<file path="config.mk">
export PLATFORM = sky130hd
export DESIGN_NAME = digipeat_duplicate_filter_core
export DESIGN_NICKNAME = d
export VERILOG_FILES = /design/src/design/ddf_pkg.sv /design/src/design/ddf_hash.sv /design/src/design/ddf_slot_ram.sv /design/src/design/digipeat_duplicate_filter_core.sv
export SDC_FILE = /design/constraint.sdc
export NUM_CORES = 1
export LEC_CHECK = 0
export BUFFER_PORTS_ARGS = -buffer_cell sky130_fd_sc_hd__buf_4
export CAP_MARGIN = 20
export CELL_PAD_IN_SITES_DETAIL_PLACEMENT = 0
export CELL_PAD_IN_SITES_GLOBAL_PLACEMENT = 1
export CORE_MARGIN = 4
export CORE_UTILIZATION = 41
export DETAILED_ROUTE_END_ITERATION = 12
export GPL_ROUTABILITY_DRIVEN = 0
export HOLD_SLACK_MARGIN = 0.06
export PLACE_DENSITY = 0.71
export SLEW_MARGIN = 20
export SYNTH_ARGS = -nofsm -noshare
export SYNTH_HDL_FRONTEND = slang
export SYNTH_SLANG_ARGS = --single-unit
</file>
<file path="constraint.sdc">
create_clock -name clock -period 24.4 [get_ports clock]
set_input_delay 7.32 -clock clock [delete_from_list [all_inputs] [get_ports clock]]
set_output_delay 7.32 -clock clock [all_outputs]
set_load 0.01 [all_outputs]
</file>
<file path="src/design/ddf_pkg.sv">
`timescale 1ns / 1ps

package ddf_pkg;

   // Frame hash seed and multiplier
   localparam logic [31:0] HASH_SEED = 32'd5381;
   localparam int unsigned HASH_SHIFT = 5;  // h * 33 = (h << 5) + h

   // Destination terminator
   localparam logic [7:0] DASH_CHAR = 8'h2D;

   // Transaction commands
   localparam logic CMD_BYTE = 1'b0;
   localparam logic CMD_END  = 1'b1;

   // Frame sections
   localparam logic [1:0] SEC_SOURCE  = 2'd0;
   localparam logic [1:0] SEC_DEST    = 2'd1;
   localparam logic [1:0] SEC_CONTENT = 2'd2;
   localparam logic [1:0] SEC_NONE    = 2'd3;

   // Control from the top level to the hash unit
   typedef struct packed {
      logic byte_en;    // accepted byte transaction
      logic frame_end;  // accepted end transaction, reopen frame
   } hash_ctl_type;

   // One slot of the table memory
   typedef struct packed {
      logic [31:0] hash;
      logic [31:0] stamp;
   } slot_entry_type;

endpackage

</file>
<file path="src/design/ddf_hash.sv">
`timescale 1ns / 1ps

module ddf_hash import ddf_pkg::*; #(
   parameter int DEST_KEEP = 9
) (
   input  logic         clock,
   input  logic         reset,
   input  hash_ctl_type ctl,
   input  logic [1:0]   section,
   input  logic [7:0]   char_byte,
   output logic [31:0]  hash
);

   localparam logic [3:0] KEEP = 4'(DEST_KEEP);

   logic [31:0] hash_ff, hash_in;
   logic [3:0]  dest_count_ff, dest_count_in;
   logic [2:0]  closed_ff, closed_in;
   logic [31:0] folded;
   logic [3:0]  count_inc;
   logic        sec_closed;

   assign folded    = ((hash_ff << HASH_SHIFT) + hash_ff) ^ {24'd0, char_byte};
   assign count_inc = dest_count_ff + 4'd1;

   // Is the tagged section already closed (or not a section at all)
   always_comb begin
      unique case (section)
         SEC_SOURCE:  sec_closed = closed_ff[0];
         SEC_DEST:    sec_closed = closed_ff[1];
         SEC_CONTENT: sec_closed = closed_ff[2];
         default:     sec_closed = 1'b1;
      endcase
   end

   // Byte folding and section tracking
   always_comb begin
      hash_in       = hash_ff;
      dest_count_in = dest_count_ff;
      closed_in     = closed_ff;
      if (ctl.frame_end) begin
         hash_in       = HASH_SEED;
         dest_count_in = 4'd0;
         closed_in     = 3'b000;
      end else if (ctl.byte_en && !sec_closed) begin
         if (section == SEC_DEST) begin
            if (char_byte == 8'd0 || char_byte == DASH_CHAR || dest_count_ff >= KEEP) begin
               closed_in[1] = 1'b1;
            end else begin
               hash_in       = folded;
               dest_count_in = count_inc;
               if (count_inc >= KEEP) begin
                  closed_in[1] = 1'b1;
               end
            end
         end else if (char_byte == 8'd0) begin
            closed_in[section] = 1'b1;
         end else begin
            hash_in = folded;
         end
      end
   end

   always_ff @(posedge clock) begin
      if (reset) begin
         hash_ff       <= HASH_SEED;
         dest_count_ff <= 4'd0;
         closed_ff     <= 3'b000;
      end else begin
         hash_ff       <= hash_in;
         dest_count_ff <= dest_count_in;
         closed_ff     <= closed_in;
      end
   end

   assign hash = hash_ff;

endmodule

</file>
<file path="src/design/ddf_slot_ram.sv">
`timescale 1ns / 1ps

module ddf_slot_ram import ddf_pkg::*; #(
   parameter int SLOTS = 16,
   parameter int IDX_W = 4
) (
   input  logic                 clock,
   input  logic                 wr_en,
   input  logic [IDX_W-1:0]     wr_addr,
   input  slot_entry_type       wr_data,
   input  logic [IDX_W-1:0]     rd_addr,
   output slot_entry_type       rd_data
);

   slot_entry_type slot_mem_ff [SLOTS];
   slot_entry_type rd_data_ff;

   // Single write port, single registered read port
   always_ff @(posedge clock) begin
      if (wr_en) begin
         slot_mem_ff[wr_addr] <= wr_data;
      end
      rd_data_ff <= slot_mem_ff[rd_addr];
   end

   assign rd_data = rd_data_ff;

endmodule

</file>
<file path="src/design/digipeat_duplicate_filter_core.sv">
`timescale 1ns / 1ps

// Duplicate-frame filter. Byte transactions (command 0) are taken one per
// cycle while no table scan runs and fold into the frame hash; they produce
// no response. An end transaction (command 1) scans the slot table through
// the one read port of the slot memory, one slot per cycle, so req_stall
// stays high after it is accepted until the result is loaded, longer if the
// previous response is still held by rsp_stall. Each end transaction gives
// one response: duplicate flag, frame hash, and the slot written when the
// frame was stored. Slot valid flags are cleared by reset, so the table
// needs no clearing pass. Write csr_wr_data/csr_wr_en only while idle.
module digipeat_duplicate_filter_core import ddf_pkg::*; #(
   parameter int SLOTS     = 16,
   parameter int DEST_KEEP = 9
) (
   input  logic        clock,
   input  logic        reset,
   // request channel
   input  logic        req_valid,
   output logic        req_stall,
   input  logic        req_command,
   input  logic [1:0]  req_section,
   input  logic [7:0]  req_char_byte,
   input  logic [31:0] req_now_ms,
   input  logic        req_store_if_new,
   // response channel
   output logic        rsp_valid,
   input  logic        rsp_stall,
   output logic        rsp_duplicate,
   output logic [31:0] rsp_frame_hash,
   output logic        rsp_stored,
   output logic [3:0]  rsp_slot_index,
   // configuration
   input  logic        csr_wr_en,
   input  logic [31:0] csr_wr_data
);

   localparam int IDX_W = $clog2(SLOTS);
   localparam int EXT_W = IDX_W + 4;
   localparam logic [IDX_W-1:0] LAST_IDX = IDX_W'(SLOTS - 1);

   localparam logic [1:0] ST_IDLE  = 2'd0;
   localparam logic [1:0] ST_SCAN  = 2'd1;
   localparam logic [1:0] ST_WRITE = 2'd2;

   logic [1:0]       state_ff, state_in;
   logic [31:0]      window_ff;
   hash_ctl_type     hctl;
   logic [31:0]      cur_hash;
   logic             req_take;

   // frame under lookup
   logic [31:0]      key_hash_ff;
   logic [31:0]      key_now_ff;
   logic             key_store_ff;

   // scan pipeline
   logic [IDX_W-1:0] addr_ff, addr_in;
   logic             issue_done_ff, issue_done_in;
   logic             chk_vld_ff;
   logic [IDX_W-1:0] chk_idx_ff;
   logic             issue_en;

   // scan results
   logic             dup_ff, dup_in;
   logic             free_found_ff, free_found_in;
   logic [IDX_W-1:0] best_ff, best_in;
   logic             best_valid_ff, best_valid_in;
   logic [31:0]      best_time_ff, best_time_in;

   logic [SLOTS-1:0] slot_valid_ff;
   slot_entry_type   rd_entry;
   slot_entry_type   wr_entry;
   logic             chk_slot_valid;
   logic             load_rsp;
   logic             do_store;
   logic [EXT_W-1:0] best_ext;

   // response register
   logic             rsp_valid_ff;
   logic             rsp_dup_ff;
   logic [31:0]      rsp_hash_ff;
   logic             rsp_stored_ff;
   logic [3:0]       rsp_index_ff;

   assign req_stall = (state_ff != ST_IDLE);
   assign req_take  = req_valid && !req_stall;

   assign hctl.byte_en   = req_take && (req_command == CMD_BYTE);
   assign hctl.frame_end = req_take && (req_command == CMD_END);

   ddf_hash #(.DEST_KEEP(DEST_KEEP)) u_hash (
      .clock     (clock),
      .reset     (reset),
      .ctl       (hctl),
      .section   (req_section),
      .char_byte (req_char_byte),
      .hash      (cur_hash)
   );

   assign issue_en = (state_ff == ST_SCAN) && !issue_done_ff;
   assign do_store = !dup_ff && key_store_ff;
   assign load_rsp = (state_ff == ST_WRITE) && (!rsp_valid_ff || !rsp_stall);

   assign wr_entry.hash  = key_hash_ff;
   assign wr_entry.stamp = key_now_ff;

   ddf_slot_ram #(.SLOTS(SLOTS), .IDX_W(IDX_W)) u_ram (
      .clock   (clock),
      .wr_en   (load_rsp && do_store),
      .wr_addr (best_ff),
      .wr_data (wr_entry),
      .rd_addr (addr_ff),
      .rd_data (rd_entry)
   );

   assign chk_slot_valid = slot_valid_ff[chk_idx_ff];
   assign best_ext       = EXT_W'(best_ff);

   // Scan: match check and replacement choice, one slot per cycle
   always_comb begin
      state_in      = state_ff;
      addr_in       = addr_ff;
      issue_done_in = issue_done_ff;
      dup_in        = dup_ff;
      free_found_in = free_found_ff;
      best_in       = best_ff;
      best_valid_in = best_valid_ff;
      best_time_in  = best_time_ff;
      unique case (state_ff)
         ST_IDLE: begin
            if (hctl.frame_end) begin
               state_in      = ST_SCAN;
               addr_in       = '0;
               issue_done_in = 1'b0;
               dup_in        = 1'b0;
               free_found_in = 1'b0;
               best_in       = '0;
               best_valid_in = 1'b0;
            end
         end
         ST_SCAN: begin
            if (issue_en) begin
               if (addr_ff == LAST_IDX) begin
                  issue_done_in = 1'b1;
               end else begin
                  addr_in = addr_ff + IDX_W'(1);
               end
            end
            if (chk_vld_ff) begin
               if (chk_slot_valid && rd_entry.hash == key_hash_ff &&
                   (key_now_ff - rd_entry.stamp) < window_ff) begin
                  dup_in = 1'b1;
               end
               if (!free_found_ff) begin
                  if (chk_idx_ff == '0) begin
                     best_valid_in = chk_slot_valid;
                     best_time_in  = rd_entry.stamp;
                  end else if (!chk_slot_valid) begin
                     free_found_in = 1'b1;
                     best_in       = chk_idx_ff;
                  end else if (best_valid_ff && rd_entry.stamp < best_time_ff) begin
                     best_in      = chk_idx_ff;
                     best_time_in = rd_entry.stamp;
                  end
               end
               if (chk_idx_ff == LAST_IDX) begin
                  state_in = ST_WRITE;
               end
            end
         end
         ST_WRITE: begin
            if (load_rsp) begin
               state_in = ST_IDLE;
            end
         end
         default: begin
            state_in = ST_IDLE;
         end
      endcase
   end

   // Control registers
   always_ff @(posedge clock) begin
      if (reset) begin
         state_ff      <= ST_IDLE;
         window_ff     <= 32'd30000;
         chk_vld_ff    <= 1'b0;
         issue_done_ff <= 1'b0;
         slot_valid_ff <= '0;
         rsp_valid_ff  <= 1'b0;
      end else begin
         state_ff      <= state_in;
         chk_vld_ff    <= issue_en;
         issue_done_ff <= issue_done_in;
         if (csr_wr_en) begin
            window_ff <= csr_wr_data;
         end
         if (load_rsp && do_store) begin
            slot_valid_ff[best_ff] <= 1'b1;
         end
         if (load_rsp) begin
            rsp_valid_ff <= 1'b1;
         end else if (!rsp_stall) begin
            rsp_valid_ff <= 1'b0;
         end
      end
   end

   // Datapath registers
   always_ff @(posedge clock) begin
      if (hctl.frame_end) begin
         key_hash_ff  <= cur_hash;
         key_now_ff   <= req_now_ms;
         key_store_ff <= req_store_if_new;
      end
      addr_ff       <= addr_in;
      chk_idx_ff    <= addr_ff;
      dup_ff        <= dup_in;
      free_found_ff <= free_found_in;
      best_ff       <= best_in;
      best_valid_ff <= best_valid_in;
      best_time_ff  <= best_time_in;
      if (load_rsp) begin
         rsp_dup_ff    <= dup_ff;
         rsp_hash_ff   <= key_hash_ff;
         rsp_stored_ff <= do_store;
         rsp_index_ff  <= do_store ? best_ext[3:0] : 4'd0;
      end
   end

   assign rsp_valid      = rsp_valid_ff;
   assign rsp_duplicate  = rsp_dup_ff;
   assign rsp_frame_hash = rsp_hash_ff;
   assign rsp_stored     = rsp_stored_ff;
   assign rsp_slot_index = rsp_index_ff;

endmodule

</file>
### After elaboration in Yosys (flattened, before gate mapping)

Memories as Yosys holds them, arrays and structs flattened. A register that Yosys moved wholly into a read port is not among the register bits.
Cells that the tools add are included.

* add/sub/neg operators: 4
* order comparisons: 9
* eq/ne operators: 24
* multiplexer cells: 52
* bitwise operators: 7
* reductions and logical operators: 44

Operators with widths (number)
* two-way mux 32 bit: 6
* less-than comparator 32 bit: 2
* adder 32 bit: 1
* equality test 32 bit: 1
* two-way mux 4 bit: 8
* subtractor 32 bit: 1
* bitwise XOR 32 x 8 -> 32 bit: 1
* two-way mux 1 bit: 22
* inequality test 2 bit (second input constant): 8
* OR 16 bit: 1
* case mux 4 bit (2 select lines): 2
* AND reduction 4 bit: 4
* AND reduction 3 bit: 5
* logical AND 1 bit: 13
* inequality test 2 x 1 -> 1 bit (second input constant): 6
* less-than comparator 4 x 5 -> 1 bit (second input constant): 2
* two-way mux 2 bit: 5
* AND reduction 5 bit: 2
* nonzero test 2 bit: 5
* adder 4 x 1 -> 4 bit (second input constant): 2
* equality test 4 bit (second input constant): 2
* equality test 8 x 6 -> 1 bit (second input constant): 1
* greater-or-equal comparator 4 bit (second input constant): 2
* zero test 8 bit: 1
* 21 further kinds: 37

* bits in registers: 242
* bits in writable memories: 1024
* input bits: 81
* output and inout bits: 40
* word-level logic and storage cells: 165
* memories: 1

Memory list
* u_ram.slot_mem_ff: depth 16, width 64, rd ports 1, clocked after memory_dff 1, wr ports 1, line ddf_slot_ram.sv:15 `slot_entry_type slot_mem_ff [SLOTS];`

### Depth between registers and ports, before layout

* word-level depth: 8
* depth in mapped cells: 19
* mapped depth without buffers: 19

### Modules after synthesis

A second synthesis with hierarchy kept.

* cell total of the unflattened synthesis: 2946
* area, all modules: 52949.5 sq um

By module, submodules not included
* ddf_slot_ram: instances 1, cells an instance 1647, area each 39581.7 sq um, seq. area each 32030.7 sq um
* digipeat_duplicate_filter_core: instances 1, cells an instance 889, area each 10241.1 sq um, seq. area each 5525.3 sq um
* ddf_hash: instances 1, cells an instance 410, area each 3126.7 sq um, seq. area each 780.7 sq um

### Worst setup path before layout

OpenSTA, ideal clock, no wires.

* kind: input -> register
* start: input rsp_stall
* end: memory u_ram.slot_mem_ff[0][0] in the netlist's numbering, enable pin
* setup time: 0.567 ns
* arrival: 14.393 ns
* data required time: 23.833 ns
* setup slack: 9.441 ns
* stages on the path: 4
* path buffers: 0
* cells stage by stage: a21oi_1 nand2_1 or3_1 nor3_1

* cells in the longest elaborated chain, start to end: 6

RTL lines
* start, declared: line digipeat_duplicate_filter_core.sv:28 `input logic rsp_stall,`
* zero test 1 bit
* logical OR 1 bit: line digipeat_duplicate_filter_core.sv:103 `assign load_rsp = (state_ff == ST_WRITE) && (!rsp_valid_ff || !rsp_stall);`
* logical AND 1 bit: line digipeat_duplicate_filter_core.sv:103
* logical AND 1 bit: line digipeat_duplicate_filter_core.sv:110 `.wr_en (load_rsp && do_store),`
* two-way mux 1 bit: line ddf_slot_ram.sv:20 `if (wr_en) begin`
* two-way mux 1 bit (not written as such): line ddf_slot_ram.sv:21 `slot_mem_ff[wr_addr] <= wr_data;`
* end, declared: line ddf_slot_ram.sv:15

Every way passes these cells.

### Final worst setup path

* start: input rsp_stall
* end: memory u_ram.slot_mem_ff[11][5] in the netlist's numbering, enable pin

* cells in the longest elaborated chain, start to end: 6

RTL lines
* zero test 1 bit
* logical OR 1 bit: line digipeat_duplicate_filter_core.sv:103
* logical AND 1 bit: line digipeat_duplicate_filter_core.sv:103
* via load_rsp: line digipeat_duplicate_filter_core.sv:75 `logic load_rsp;`
* logical AND 1 bit: line digipeat_duplicate_filter_core.sv:110
* two-way mux 1 bit: line ddf_slot_ram.sv:20
* two-way mux 1 bit (not written as such): line ddf_slot_ram.sv:21

The timed path passes the listed nets, and every way through them passes these cells.

==> impl_metrics.ini <==
[routing]
vias = 27100
avgViaCountPerCell = 5.58
ant_nets = 0
drcViolationCount = 0
wl_per_cell_um = 24.9
drt_iter0_drc = 2418
firstDrtPassIters = 7
totalWireLength_mm = 120

[placement]
place_inst = 4595
io_buffers = 120
hpwlAfterDp_mm = 72.8
placed_area_mm2 = 0.0563
place_ws_ns = 13.52

[run_status]
outcome = finished clean

[clocking]
numCtsBuffers = 136
clk_pin_slew_ns = 0.06
cts_buffer_depth = 3
cts-resized-gates = 0
cts_hold_buf = 0
clockRootBuffer = clkbuf_16
clk_latency_ns = 0.73
cts_htree_levels = 4
post-cts-setup-buffer-count = 0
cts_tree = done
cts_num_sinks = 1330

[global_routing]
antenna_found_initial = 4
grt_max_degree = 150
grt.overflow.total = 0
grtUsageTotal_pct = 17.8
grt_first_pass_wirelength_mm = 182
grt_pass1_vias = 28200

[sta]
drv_slew = 0
fin_tns_setup_ns = 0
fin_skew_ns = 0.0225
setup_viol = 0
fin_ws_ns = 14.36
whs_ns = 0.452
rsz0062_at_grt = no
period_minus_slack_ns = 10.04
fmax_mhz = 99.6
hold_viol = 0
timing.final.crit_share_pct = 41.1
relSlewSlack_pct = 22.3
worst_pin_slew_ns = 1.17

[yosys]
synthFlopType = edfxtp_1
synth_compound_area_share_pct = 4.04
yosysMostFrequentCell = edfxtp_1
synth_xor_area_share_pct = 1.37
seq_area_frac_synth_pct = 72.2
syn_area_mm2 = 0.0531
netlist_instances = 2801
synth-simple-area-share_pct = 3.31
ys_seq_elements = 1330
synthTopCellsByArea = edfxtp_1 (66%), mux4_2 (14%), dfxtp_1 (6.0%)
async_reset_ff_share_pct = 0
synthAdderAreaFrac_pct = 3.00
synth_top_area_share_pct = 66.1
synthTopCellsByCount = edfxtp_1 (1170), mux4_2 (324), dfxtp_1 (160), ha_1 (124), inv_1 (124)
synth_mux_area_share_pct = 14.4
synth_top_family_by_area = multiplexers
yosysUniqueCellTypes = 82
syn-num-nets = 3008
synth_top_area_cell = edfxtp_1
synth-edff-count = 1170
yosysWarningCount = 0
avgSynthCellArea_um2 = 19.0

[die]
start_util_pct = 41.4
pin_count = 121
die-width_um = 368
core_mm2 = 0.128
num_rows = 131
dieArea_mm2 = 0.135
die_y_um = 368

[power_and_ir_drop]
p_total_mw = 4.97
seqPwrFrac_pct = 51.1
power_density_mw_per_mm2 = 82.0
vdd_drop_max_v = 0.0000595
clkPwrFrac_pct = 40.3
power_leakage_nw = 20.3
p_switching_mw = 1.12
comb_power_share_pct = 8.6
swShare_pct = 22.6
internal-power_mw = 3.84

[cells_and_area]
fillers = 10700
regArea_mm2 = 0.0383
final_cells = 4847
layout-drive-gt1-share_pct = 23.5
design_area_mm2 = 0.0606
nets = 3211
multi_input_area_mm2 = 0.0140
area_growth_pct = 14.1
finalCoreUtilization_pct = 47.3

[worst_setup_path]
required_ns = 24.75
crit_path_end_kind = flop
critPathMaxFanout = 40
cp-start-kind = input pin
arrival_ns = 10.39
critPathKind = input pin to flop

[hold_path]
hp-class = flop to flop

[run]
drv_cap = 0
state kept, by name (all words and copies together) (netlist names), 2 cells and up:
name                  cells
addr_ff                   4
best_ff                   4
best_time_ff             32
chk_idx_ff                4
key_hash_ff              32
key_now_ff               32
rsp_frame_hash           32
rsp_slot_index            4
slot_valid_ff            16
state_ff                  2
u_hash.closed_ff          3
u_hash.dest_count_ff      4
u_hash.hash              32
u_ram.rd_data            64
u_ram.slot_mem_ff      1024
window_ff                32
power by group through the flow:
stage	Sequential (mW)	Combinational, mW	Clock (mW)
floorplan	2.57	0.307	0
global placement	2.59	0.422	0
detailed placement	2.59	0.432	0
CTS	2.54	0.435	2.05
global route	2.54	0.474	2.16
finish	2.54	0.428	2.00
logic make-up after synthesis:
group,Yosys count
buf+inv,231
flops,1330
simple gates,358
fa+ha+maj,126
mux,358
xor+xnor,83
compound gates,315
worst max-delay path, stage by stage:
cell	delay, ns
buf_4	0.12
a21oi_4	0.12
buf_4	0.60
nand2_1	0.18
nor2_1	0.14
nand2_1	0.22
nor2_4	0.91
buf_4	0.71
routing by layer:
| layer | share of wire (%) | GRT usage, % | up-vias | routed length [um] |
|---|---|---|---|---|
| met2 | 48 | 28.6 | 946 | 57900 |
| met5 | 0 | 0 | - | 0 |
| met4 | 1.9 | 5.11 | 0 | 2250 |
| met3 | 7.0 | 3.46 | 155 | 8460 |
| li1 | - | - | 11700 | - |
| met1 | 43 | 24.9 | 14200 | 51800 |
layout make-up:
type / count / area share (%)
Antenna cell: 1 / 0.00413
Sequential cell: 1330 / 63.2
Timing Repair Buffer: 172 / 2.26
Tap cell: 1729 / 3.57
Inverter: 124 / 0.770
Multi-Input combinational cell: 1240 / 23.1
Clock inverter: 74 / 1.01
Clock buffer: 177 / 6.09
cells in the final DEF (no fill, tap or decap), types with 20 or more instances in the layout:
cell type / count
edfxtp_1: 1170
clkinv_2: 21
mux4_2: 324
nor2_1: 105
a21oi_1: 86
clkbuf_16: 140
nand2_1: 75
dfxtp_1: 160
nand3_1: 24
clkinv_1: 25
ha_1: 124
clkbuf_1: 32
o21ai_0: 50
nand4_1: 20
xnor2_1: 50
a21o_1: 37
xor2_1: 33
inv_1: 123
mux2i_1: 33
buf_4: 164
final timing paths:
kind | from | end | slack (ns) | cells after the start
worst max register to register | key_now_ff[0]$_DFFE_PP_ | dup_ff$_DFFE_PP_ | 18.72 | 19
worst min-delay path | issue_done_ff$_SDFFE_PP0P_ | chk_vld_ff$_SDFF_PP0_ | 0.45 | 1
worst max-delay path | rsp_stall | u_ram.slot_mem_ff[11][5]$_DFFE_PP_ | 14.36 | 8
worst min register to register | issue_done_ff$_SDFFE_PP0P_ | chk_vld_ff$_SDFF_PP0_ | 0.45 | 1
No activity file was read; power rests on OpenSTA's default activity.
